===== src/adpfd_pkg.sv =====
// Shared types, constants and the coefficient table of the ADPCM frame decoder.
package adpfd_pkg;

   localparam int FRAME_BYTES = 15;
   localparam logic [3:0] LAST_INDEX = 4'd14;
   localparam logic [3:0] HEADER_POS = 4'd15;
   localparam logic [4:0] SHIFT_BASE = 5'd6;
   localparam logic [3:0] COEF_FLIP = 4'h8;
   localparam logic [3:0] HIGH_FLIP = 4'h8;
   localparam logic signed [31:0] PCM_MAX = 32'sd32767;
   localparam logic signed [31:0] PCM_MIN = -32'sd32767;

   typedef struct packed {
      logic [7:0] header;
      logic       bank;
      logic       clear;
   } job_type;

   typedef struct packed {
      logic       bank;
      logic [3:0] addr;
   } store_rd_type;

   typedef struct packed {
      logic valid;
      logic bank;
   } release_type;

   typedef struct packed {
      logic signed [7:0] k0;
      logic signed [7:0] k1;
   } coef_type;

   typedef enum logic [1:0] {
      BK_IDLE,
      BK_READ,
      BK_MUL,
      BK_ACC
   } back_state_type;

   function automatic coef_type coef_lookup(input logic [3:0] index);
      coef_type c;
      unique case (index)
         4'd1: begin
            c.k0 = 8'sd60;
            c.k1 = 8'sd0;
         end
         4'd2: begin
            c.k0 = 8'sd115;
            c.k1 = -8'sd52;
         end
         4'd3: begin
            c.k0 = 8'sd98;
            c.k1 = -8'sd55;
         end
         4'd4: begin
            c.k0 = 8'sd122;
            c.k1 = -8'sd60;
         end
         default: begin
            c.k0 = 8'sd0;
            c.k1 = 8'sd0;
         end
      endcase
      return c;
   endfunction

endpackage


===== src/adpcm_frame_decoder.sv =====
// Top level of the ADPCM frame decoder: configuration register, front end, job queue, back end.
// The first sample of a frame is presented after its header byte passes the job queue and back end.
// Throughput: bytes transfer one per cycle while the current store bank is free and the
// job queue has room; the back end reads each byte, then multiplies and accumulates per nibble.
// Reset clears the byte position, banks, queue, predictors, channel and stereo_mode;
// the frame store is not cleared and is always written before it is read.
module adpcm_frame_decoder import adpfd_pkg::*; (
   input  logic               clock,
   input  logic               reset,
   input  logic               req_valid,
   output logic               req_ready,
   input  logic [7:0]         req_data_byte,
   input  logic               req_first_of_stream,
   output logic               rsp_valid,
   input  logic               rsp_ready,
   output logic signed [15:0] rsp_pcm_sample,
   output logic               rsp_sample_channel,
   output logic               rsp_last_of_frame,
   input  logic               csr_valid,
   output logic               csr_ready,
   input  logic               csr_stereo_mode
);

   logic         stereo_mode_ff, stereo_mode_in;
   logic         job_push;
   job_type      job_in_data;
   logic         job_full;
   logic         job_valid;
   job_type      job_out_data;
   logic         job_pop;
   store_rd_type store_rd;
   logic [7:0]   store_data;
   release_type  bank_release;

   assign csr_ready = 1'b1;
   assign stereo_mode_in = (csr_valid && csr_ready) ? csr_stereo_mode : stereo_mode_ff;

   always_ff @(posedge clock) begin
      if (reset) begin
         stereo_mode_ff <= 1'b0;
      end else begin
         stereo_mode_ff <= stereo_mode_in;
      end
   end

   adpfd_front u_front (
      .clock               (clock),
      .reset               (reset),
      .req_valid           (req_valid),
      .req_ready           (req_ready),
      .req_data_byte       (req_data_byte),
      .req_first_of_stream (req_first_of_stream),
      .job_push            (job_push),
      .job_data            (job_in_data),
      .job_full            (job_full),
      .store_rd            (store_rd),
      .store_data          (store_data),
      .bank_release        (bank_release)
   );

   adpfd_queue u_queue (
      .clock     (clock),
      .reset     (reset),
      .push      (job_push),
      .push_data (job_in_data),
      .full      (job_full),
      .pop_valid (job_valid),
      .pop_data  (job_out_data),
      .pop       (job_pop)
   );

   adpfd_back u_back (
      .clock              (clock),
      .reset              (reset),
      .stereo_mode        (stereo_mode_ff),
      .job_valid          (job_valid),
      .job_data           (job_out_data),
      .job_pop            (job_pop),
      .store_rd           (store_rd),
      .store_data         (store_data),
      .bank_release       (bank_release),
      .rsp_valid          (rsp_valid),
      .rsp_ready          (rsp_ready),
      .rsp_pcm_sample     (rsp_pcm_sample),
      .rsp_sample_channel (rsp_sample_channel),
      .rsp_last_of_frame  (rsp_last_of_frame)
   );

endmodule


===== src/adpfd_front.sv =====
// Front end: takes stream bytes, fills a double-banked frame store and issues frame jobs.
module adpfd_front import adpfd_pkg::*; (
   input  logic         clock,
   input  logic         reset,
   input  logic         req_valid,
   output logic         req_ready,
   input  logic [7:0]   req_data_byte,
   input  logic         req_first_of_stream,
   output logic         job_push,
   output job_type      job_data,
   input  logic         job_full,
   input  store_rd_type store_rd,
   output logic [7:0]   store_data,
   input  release_type  bank_release
);

   logic [7:0] store_mem [2][FRAME_BYTES];
   logic [7:0] store_data_ff;
   logic [3:0] pos_ff, pos_in;
   logic       bank_ff, bank_in;
   logic [1:0] busy_ff, busy_in;
   logic       clr_pend_ff, clr_pend_in;
   logic       accept;
   logic [3:0] eff_pos;
   logic       eff_clr;

   assign req_ready = !busy_ff[bank_ff] && !job_full;
   assign accept = req_valid && req_ready;
   assign eff_pos = req_first_of_stream ? 4'd0 : pos_ff;
   assign eff_clr = req_first_of_stream || clr_pend_ff;
   assign store_data = store_data_ff;

   always_comb begin
      pos_in = pos_ff;
      bank_in = bank_ff;
      busy_in = busy_ff;
      clr_pend_in = clr_pend_ff;
      job_push = 1'b0;
      job_data.header = req_data_byte;
      job_data.bank = bank_ff;
      job_data.clear = eff_clr;
      if (bank_release.valid) begin
         busy_in[bank_release.bank] = 1'b0;
      end
      if (accept) begin
         if (eff_pos == HEADER_POS) begin
            job_push = 1'b1;
            busy_in[bank_ff] = 1'b1;
            bank_in = ~bank_ff;
            pos_in = 4'd0;
            clr_pend_in = 1'b0;
         end else begin
            pos_in = eff_pos + 4'd1;
            clr_pend_in = eff_clr;
         end
      end
   end

   always_ff @(posedge clock) begin
      if (reset) begin
         pos_ff <= 4'd0;
         bank_ff <= 1'b0;
         busy_ff <= 2'b00;
         clr_pend_ff <= 1'b0;
      end else begin
         pos_ff <= pos_in;
         bank_ff <= bank_in;
         busy_ff <= busy_in;
         clr_pend_ff <= clr_pend_in;
      end
   end

   always_ff @(posedge clock) begin
      if (accept && eff_pos != HEADER_POS) begin
         store_mem[bank_ff][eff_pos] <= req_data_byte;
      end
      store_data_ff <= store_mem[store_rd.bank][store_rd.addr];
   end

`ifndef SYNTHESIS
   a_push_marks_busy: assert property (@(posedge clock) disable iff (reset)
      job_push |=> busy_ff[$past(bank_ff)])
      else $error("pushed frame bank not marked busy");
   a_bank_flips: assert property (@(posedge clock) disable iff (reset)
      job_push |=> bank_ff != $past(bank_ff))
      else $error("write bank did not switch after header");
   a_pos_range: assert property (@(posedge clock) disable iff (reset)
      job_push |=> pos_ff == 4'd0)
      else $error("byte position not cleared after header");
`endif

endmodule


===== src/adpfd_queue.sv =====
// Two-entry job queue between the byte front end and the sample back end.
module adpfd_queue import adpfd_pkg::*; (
   input  logic    clock,
   input  logic    reset,
   input  logic    push,
   input  job_type push_data,
   output logic    full,
   output logic    pop_valid,
   output job_type pop_data,
   input  logic    pop
);

   job_type    entry_ff [2];
   logic       wr_ptr_ff, wr_ptr_in;
   logic       rd_ptr_ff, rd_ptr_in;
   logic [1:0] count_ff, count_in;
   logic       do_push, do_pop;

   assign full = count_ff == 2'd2;
   assign pop_valid = count_ff != 2'd0;
   assign pop_data = entry_ff[rd_ptr_ff];
   assign do_push = push && !full;
   assign do_pop = pop && pop_valid;

   always_comb begin
      wr_ptr_in = do_push ? ~wr_ptr_ff : wr_ptr_ff;
      rd_ptr_in = do_pop ? ~rd_ptr_ff : rd_ptr_ff;
      count_in = count_ff + {1'b0, do_push} - {1'b0, do_pop};
   end

   always_ff @(posedge clock) begin
      if (reset) begin
         wr_ptr_ff <= 1'b0;
         rd_ptr_ff <= 1'b0;
         count_ff <= 2'd0;
      end else begin
         wr_ptr_ff <= wr_ptr_in;
         rd_ptr_ff <= rd_ptr_in;
         count_ff <= count_in;
      end
   end

   always_ff @(posedge clock) begin
      if (do_push) begin
         entry_ff[wr_ptr_ff] <= push_data;
      end
   end

`ifndef SYNTHESIS
   a_no_overflow: assert property (@(posedge clock) disable iff (reset)
      push |-> !full)
      else $error("job pushed into a full queue");
   a_count_range: assert property (@(posedge clock) disable iff (reset)
      count_ff != 2'd3)
      else $error("queue count out of range");
   a_pop_moves: assert property (@(posedge clock) disable iff (reset)
      do_pop && !do_push |=> count_ff == $past(count_ff) - 2'd1)
      else $error("queue count did not drop on pop");
`endif

endmodule


===== src/adpfd_back.sv =====
// Back end: runs the two-tap predictor over a stored frame and drives the sample output.
module adpfd_back import adpfd_pkg::*; (
   input  logic                clock,
   input  logic                reset,
   input  logic                stereo_mode,
   input  logic                job_valid,
   input  job_type             job_data,
   output logic                job_pop,
   output store_rd_type        store_rd,
   input  logic [7:0]          store_data,
   output release_type         bank_release,
   output logic                rsp_valid,
   input  logic                rsp_ready,
   output logic signed [15:0]  rsp_pcm_sample,
   output logic                rsp_sample_channel,
   output logic                rsp_last_of_frame
);

   back_state_type state_ff, state_in;
   logic [7:0]  header_ff, header_in;
   logic        bank_ff, bank_in;
   logic [3:0]  idx_ff, idx_in;
   logic        half_ff, half_in;
   logic        ch_ff, ch_in;
   logic        cur_ch_ff, cur_ch_in;
   logic [31:0] last_ff [2];
   logic [31:0] older_ff [2];
   logic [31:0] last_in [2];
   logic [31:0] older_in [2];
   logic [3:0]  nib_ff, nib_in;
   logic [31:0] p0_ff, p0_in;
   logic [31:0] p1_ff, p1_in;
   logic        rsp_valid_ff, rsp_valid_in;
   logic signed [15:0] pcm_ff, pcm_in;
   logic        chan_ff, chan_in;
   logic        lof_ff, lof_in;

   coef_type    coef;
   logic [4:0]  shift;
   logic        out_free;
   logic [31:0] pred;
   logic [31:0] nib_ext;
   logic [31:0] samp;
   logic [31:0] rnd;
   logic signed [31:0] scaled;

   assign coef = coef_lookup(header_ff[7:4] ^ COEF_FLIP);
   assign shift = SHIFT_BASE + {1'b0, header_ff[3:0]};
   assign out_free = !rsp_valid_ff || rsp_ready;
   assign pred = p0_ff + p1_ff + 32'd32;
   assign nib_ext = {{28{nib_ff[3]}}, nib_ff};
   assign samp = (nib_ext << shift) + 32'($signed(pred) >>> 6);
   assign rnd = samp + 32'd32;
   assign scaled = $signed(rnd) >>> 6;

   assign store_rd.bank = bank_ff;
   assign store_rd.addr = idx_ff;
   assign rsp_valid = rsp_valid_ff;
   assign rsp_pcm_sample = pcm_ff;
   assign rsp_sample_channel = chan_ff;
   assign rsp_last_of_frame = lof_ff;

   always_comb begin
      state_in = state_ff;
      header_in = header_ff;
      bank_in = bank_ff;
      idx_in = idx_ff;
      half_in = half_ff;
      ch_in = ch_ff;
      cur_ch_in = cur_ch_ff;
      last_in = last_ff;
      older_in = older_ff;
      nib_in = nib_ff;
      p0_in = p0_ff;
      p1_in = p1_ff;
      rsp_valid_in = rsp_valid_ff && !rsp_ready;
      pcm_in = pcm_ff;
      chan_in = chan_ff;
      lof_in = lof_ff;
      job_pop = 1'b0;
      bank_release.valid = 1'b0;
      bank_release.bank = bank_ff;
      unique case (state_ff)
         BK_IDLE: begin
            if (job_valid) begin
               job_pop = 1'b1;
               header_in = job_data.header;
               bank_in = job_data.bank;
               idx_in = 4'd0;
               half_in = 1'b0;
               if (job_data.clear) begin
                  last_in[0] = 32'd0;
                  last_in[1] = 32'd0;
                  older_in[0] = 32'd0;
                  older_in[1] = 32'd0;
                  cur_ch_in = 1'b0;
                  ch_in = 1'b0;
               end else begin
                  ch_in = stereo_mode ? cur_ch_ff : 1'b0;
               end
               state_in = BK_READ;
            end
         end
         BK_READ: begin
            state_in = BK_MUL;
         end
         BK_MUL: begin
            nib_in = half_ff ? (store_data[7:4] ^ HIGH_FLIP) : store_data[3:0];
            p0_in = last_ff[ch_ff] * {{24{coef.k0[7]}}, coef.k0};
            p1_in = older_ff[ch_ff] * {{24{coef.k1[7]}}, coef.k1};
            state_in = BK_ACC;
         end
         BK_ACC: begin
            if (out_free) begin
               rsp_valid_in = 1'b1;
               if (scaled > PCM_MAX) begin
                  pcm_in = 16'(PCM_MAX);
               end else if (scaled < PCM_MIN) begin
                  pcm_in = 16'(PCM_MIN);
               end else begin
                  pcm_in = scaled[15:0];
               end
               chan_in = ch_ff;
               lof_in = half_ff && idx_ff == LAST_INDEX;
               last_in[ch_ff] = samp;
               older_in[ch_ff] = last_ff[ch_ff];
               if (!half_ff) begin
                  half_in = 1'b1;
                  state_in = BK_MUL;
               end else if (idx_ff == LAST_INDEX) begin
                  cur_ch_in = stereo_mode ? ~ch_ff : 1'b0;
                  bank_release.valid = 1'b1;
                  state_in = BK_IDLE;
               end else begin
                  half_in = 1'b0;
                  idx_in = idx_ff + 4'd1;
                  state_in = BK_READ;
               end
            end
         end
         default: begin
            state_in = BK_IDLE;
         end
      endcase
   end

   always_ff @(posedge clock) begin
      if (reset) begin
         state_ff <= BK_IDLE;
         rsp_valid_ff <= 1'b0;
         cur_ch_ff <= 1'b0;
         last_ff[0] <= 32'd0;
         last_ff[1] <= 32'd0;
         older_ff[0] <= 32'd0;
         older_ff[1] <= 32'd0;
      end else begin
         state_ff <= state_in;
         rsp_valid_ff <= rsp_valid_in;
         cur_ch_ff <= cur_ch_in;
         last_ff <= last_in;
         older_ff <= older_in;
      end
   end

   always_ff @(posedge clock) begin
      header_ff <= header_in;
      bank_ff <= bank_in;
      idx_ff <= idx_in;
      half_ff <= half_in;
      ch_ff <= ch_in;
      nib_ff <= nib_in;
      p0_ff <= p0_in;
      p1_ff <= p1_in;
      pcm_ff <= pcm_in;
      chan_ff <= chan_in;
      lof_ff <= lof_in;
   end

`ifndef SYNTHESIS
   a_acc_after_mul: assert property (@(posedge clock) disable iff (reset)
      state_ff == BK_ACC |-> $past(state_ff) == BK_MUL || $past(state_ff) == BK_ACC)
      else $error("accumulate step entered without products");
   a_release_at_end: assert property (@(posedge clock) disable iff (reset)
      bank_release.valid |-> half_ff && idx_ff == LAST_INDEX)
      else $error("frame bank released before the last sample");
   a_mono_channel: assert property (@(posedge clock) disable iff (reset)
      rsp_valid_ff && !stereo_mode |-> !chan_ff)
      else $error("mono sample tagged with the right channel");
   a_last_is_high: assert property (@(posedge clock) disable iff (reset)
      state_ff == BK_ACC && out_free && !half_ff |=> !lof_ff)
      else $error("frame end flag on a low nibble");
`endif

endmodule

===== config.mk =====
export PLATFORM = sky130hd
export DESIGN_NAME = adpcm_frame_decoder
export DESIGN_NICKNAME = d
export VERILOG_FILES = /design/src/adpfd_pkg.sv /design/src/adpcm_frame_decoder.sv /design/src/adpfd_front.sv /design/src/adpfd_queue.sv /design/src/adpfd_back.sv
export SDC_FILE = /design/constraint.sdc
export NUM_CORES = 2
export LEC_CHECK = 0
export BUFFER_PORTS_ARGS = -buffer_cell sky130_fd_sc_hd__buf_2
export CORE_MARGIN = 2
export CORE_UTILIZATION = 25
export DETAILED_ROUTE_END_ITERATION = 12
export PLACE_DENSITY = 0.36
export SYNTH_ARGS = -nofsm -noshare
export SYNTH_HDL_FRONTEND = slang
export SYNTH_SLANG_ARGS = --single-unit

===== constraint.sdc =====
create_clock -name clock -period 9.4 [get_ports clock]
set_input_delay 0.94 -clock clock [delete_from_list [all_inputs] [get_ports clock]]
set_output_delay 0.94 -clock clock [all_outputs]
set_load 0.02 [all_outputs]

==> run_results.csv <==
group,metric,value,unit
run_status,status,"completed",
sta,tightestPinTransition,1080,ps
yosys,synth_cell_types,90,
critical_path,worstSetupPathType,"reg -> reg",
yosys,synth_cells,3185,
route,ant_nets,0,
power,powerDensity,147,nW/um^2
placement,hpwl,74000,um
power,seqPwrFrac,43.4,%
power,irDropWorstVdd,119,uV
cells_and_area,areaGrowthSynthToFinish,12.9,%
placement,post-place-cells,4917,
critical_path,critPathLaunchType,"flop",
sta,timing.final.crit_share,83.9,%
clock_tree,numClockSinks,516,
clock_tree,cts_tree,"yes",
hold_path,hold_path.class,"reg -> reg",
power,power_frac_clock,45.0,%
sta,timing.fmax,0.127,GHz
route,drt_pass1_iterations,5,
power,p_leak,0.0157,uW
power,switching_power,1580,uW
power,share_comb_of_total_power,11.6,%
yosys,synth_flop_cell,"edfxtp_1",
sta,finalHoldViolCount,0,
yosys,synth_most_common_cell,"nor2_1",
critical_path,cp_slowest_cell,"a31oi_2",
power,p_total,5760,uW
clock_tree,h-tree-depth,3,
yosys,avgSynthCellArea,10.9,sq um
yosys,yosysWarnings,0,
clock_tree,cts_buffers,66,
die,rows,136,
yosys,synth_area,34600,sq um
sta,finClkSkew,57.7,ps
yosys,yosysTopAreaCellShare,31.3,%
critical_path,r2r-start,"u_back.p1_ff[2]",
die,die_w,376,um
clock_tree,ctsHoldBuffers,0,
die,die_h,376,um
critical_path,worstPathArrival,8220,ps
sta,rsz0062_at_grt,"no",
clock_tree,cts_root_buf,"clkbuf_16",
placement,place.gp.congestion,0.785,
grt,grt_pass1_wl,154000,um
grt,busiest_layer,"met2",
grt,grt.met1_usage,19.4,%
die,start_util,25.2,%
hold_path,hold_start,"u_back.cur_ch_ff",
hold_path,hold_end,"u_back.cur_ch_ff",
grt,grt_max_degree,78,
critical_path,cp_common_cell,"a21oi_1",
yosys,ys_seq_area_share,40.3,%
yosys,synth_seq_cells,516,
die,coreArea,137000,sq um
clock_tree,clkTransAtPathRegs,60,ps
grt,grt_pass1_vias,24400,
grt,antenna_found_initial,2,
clock_tree,clock_latency,680,ps
route,drc,0,
route,via_count,23200,
critical_path,r2r_cells,25,
cells_and_area,insertedDiodeCount,0,
grt,grtUsageMet2,24.3,%
power,p_int,4180,uW
clock_tree,cts_resized,0,
power,power.share.switching,27.5,%
critical_path,critPathMaxFanout,15,
sta,slew_headroom,26.0,%
sta,finalSetupViolations,0,
grt,overflow,0,
yosys,ys_top_cells_by_count,"nor2_1, edfxtp_1, inv_1, ha_1, fa_1",
clock_tree,clk_path_buf_depth,3,
placement,placed_area,36900,sq um
grt,met3_usage,1.95,%
critical_path,r2r_end,"u_back.rsp_pcm_sample[4]",
critical_path,critPathMaxStageDelay,620,ps
critical_path,r2r_setup_slack,1510,ps
critical_path,end_kind,"flop",
cells_and_area,fin_area,39100,sq um
hold_path,whs_path_depth,2,
sta,layout_min_cycle_time,7890,ps
cells_and_area,layout-drive-gt1-share,9.98,%
die,ios,36,
route,drtIter0Drc,1116,
placement,port_buffers,34,
clock_tree,post_cts_buffers,0,
critical_path,path_buf_inv,0,
die,dieArea,141000,sq um
route,routed_via_density,4.61,
yosys,synth_nets,3665,
grt,grt_usage,14.3,%
yosys,synth_edf_count,361,
cells_and_area,nNetsFinal,3671,
sta,drv_slew,0,
critical_path,cpLargestDelayFamily,"compound AO/OA/AOI/OAI gates",
yosys,synthArstFlopShare,0,%
cells_and_area,stdcell_count,5030,
yosys,synth_top_cell_by_area,"edfxtp_1",
yosys,synth_area_leaders,"edfxtp_1, fa_1, ha_1",
route,routedWlPerCell,20.0,um
critical_path,cp.required,9730,ps
route,drt_wl_total,101000,um
flow_run,cap_violations,0,
sta,setup-tns-final,0,ps
## metrics by stage
stage	util, %	setup slack (ps)	hold slack [ps]
floorplan	-	2280	424
global placement	26.8	1510	473
detailed placement	26.8	1470	475
CTS	28.4	1450	488
global route	28.4	806	513
finish	28.4	1510	486
## worst max-delay path by stage
stage / startpoint / to / slack [ps] / depth (start not counted)
after floorplan: u_back.ch_ff / u_back.p1_ff[30] / 2280 / 25
after global placement: u_back.ch_ff / u_back.p0_ff[28] / 1510 / 21
after detailed placement: u_back.ch_ff / u_back.p0_ff[28] / 1470 / 21
after CTS: u_back.p1_ff[2] / u_back.rsp_pcm_sample[4] / 1450 / 25
after global routing: u_back.p1_ff[2] / u_back.rsp_pcm_sample[2] / 810 / 25
final: u_back.p1_ff[2] / u_back.rsp_pcm_sample[4] / 1510 / 25
## power groups by stage
stage                     registers (uW)  clock network, uW  logic [uW]
after floorplan                     2530                  0         448
after global placement              2550                  0         688
after CTS                           2500               2690         688
after global routing                2500               2770         734
after detailed placement            2550                  0         684
final                               2500               2590         670
## per-layer routing
layer | share of wire (%) | vias to the layer above
li1 | - | 11200
met2 | 48 | 237
met1 | 48 | 11600
met3 | 2.3 | 112
met4 | 1.8 | 2
met5 | 0.011 | -
## tightest hold or removal path, delay by kind of cell (launching register included)
| kind | cells | cell delay (ps) |
|---|---|---|
| flops | 1 | 320 |
| simple gates | 1 | 70 |
| compound gates | 1 | 60 |
## layout by cell type, fill, tap and decap left out, drive strengths merged, types with 14 or more instances in the layout
cell	instances
o22ai	15
nor2b	46
xnor2	96
nand2b	17
nor2	490
and2	14
nand2	105
buf	79
mux2	24
or2	20
nand3	38
clkbuf	83
a22oi	132
mux4	60
nor3	33
and3	17
a31oi	17
a21o	42
fa	208
edfxtp	361
o21ai	87
xor2	47
mux2i	95
dfxtp	155
clkinv	25
a21oi	150
o21a	14
a211oi	14
ha	257
inv	327
o21bai	18
## cell families after synthesis
family                     synth area share, %
buffers and inverters                     5.16
AOI/OAI and AO/OA                         10.9
other                                   0.0108
and+or+nand+nor                           11.1
xor gates and xnor gates                  3.79
DFF                                       40.3
adders and majority gates                 21.3
muxes                                     7.43
## sequential cells by signal, indices dropped and copies added (netlist names), 2 cells and up, named ones only
register,count
u_back.state_ff,2
u_back.p1_ff,32
u_back.nib_ff,4
u_back.rsp_pcm_sample,16
u_front.store_mem,240
u_front.store_data,8
u_queue.count_ff,2
u_back.last_ff,64
u_queue.entry_ff,20
u_back.idx_ff,4
u_back.older_ff,64
u_front.busy_ff,2
u_back.header_ff,8
u_front.pos_ff,4
u_back.p0_ff,32
## cell type report
type	instances	area, sq um
inverters	327	1230
flip-flops and latches	516	13900
clock buffers	83	1830
repair buffers	79	510
fillers	14400	98400
clock inverters	30	392
multi-input cells	2201	18900
well taps	1794	2240
Note: power is estimated with default switching activity, not from simulation.
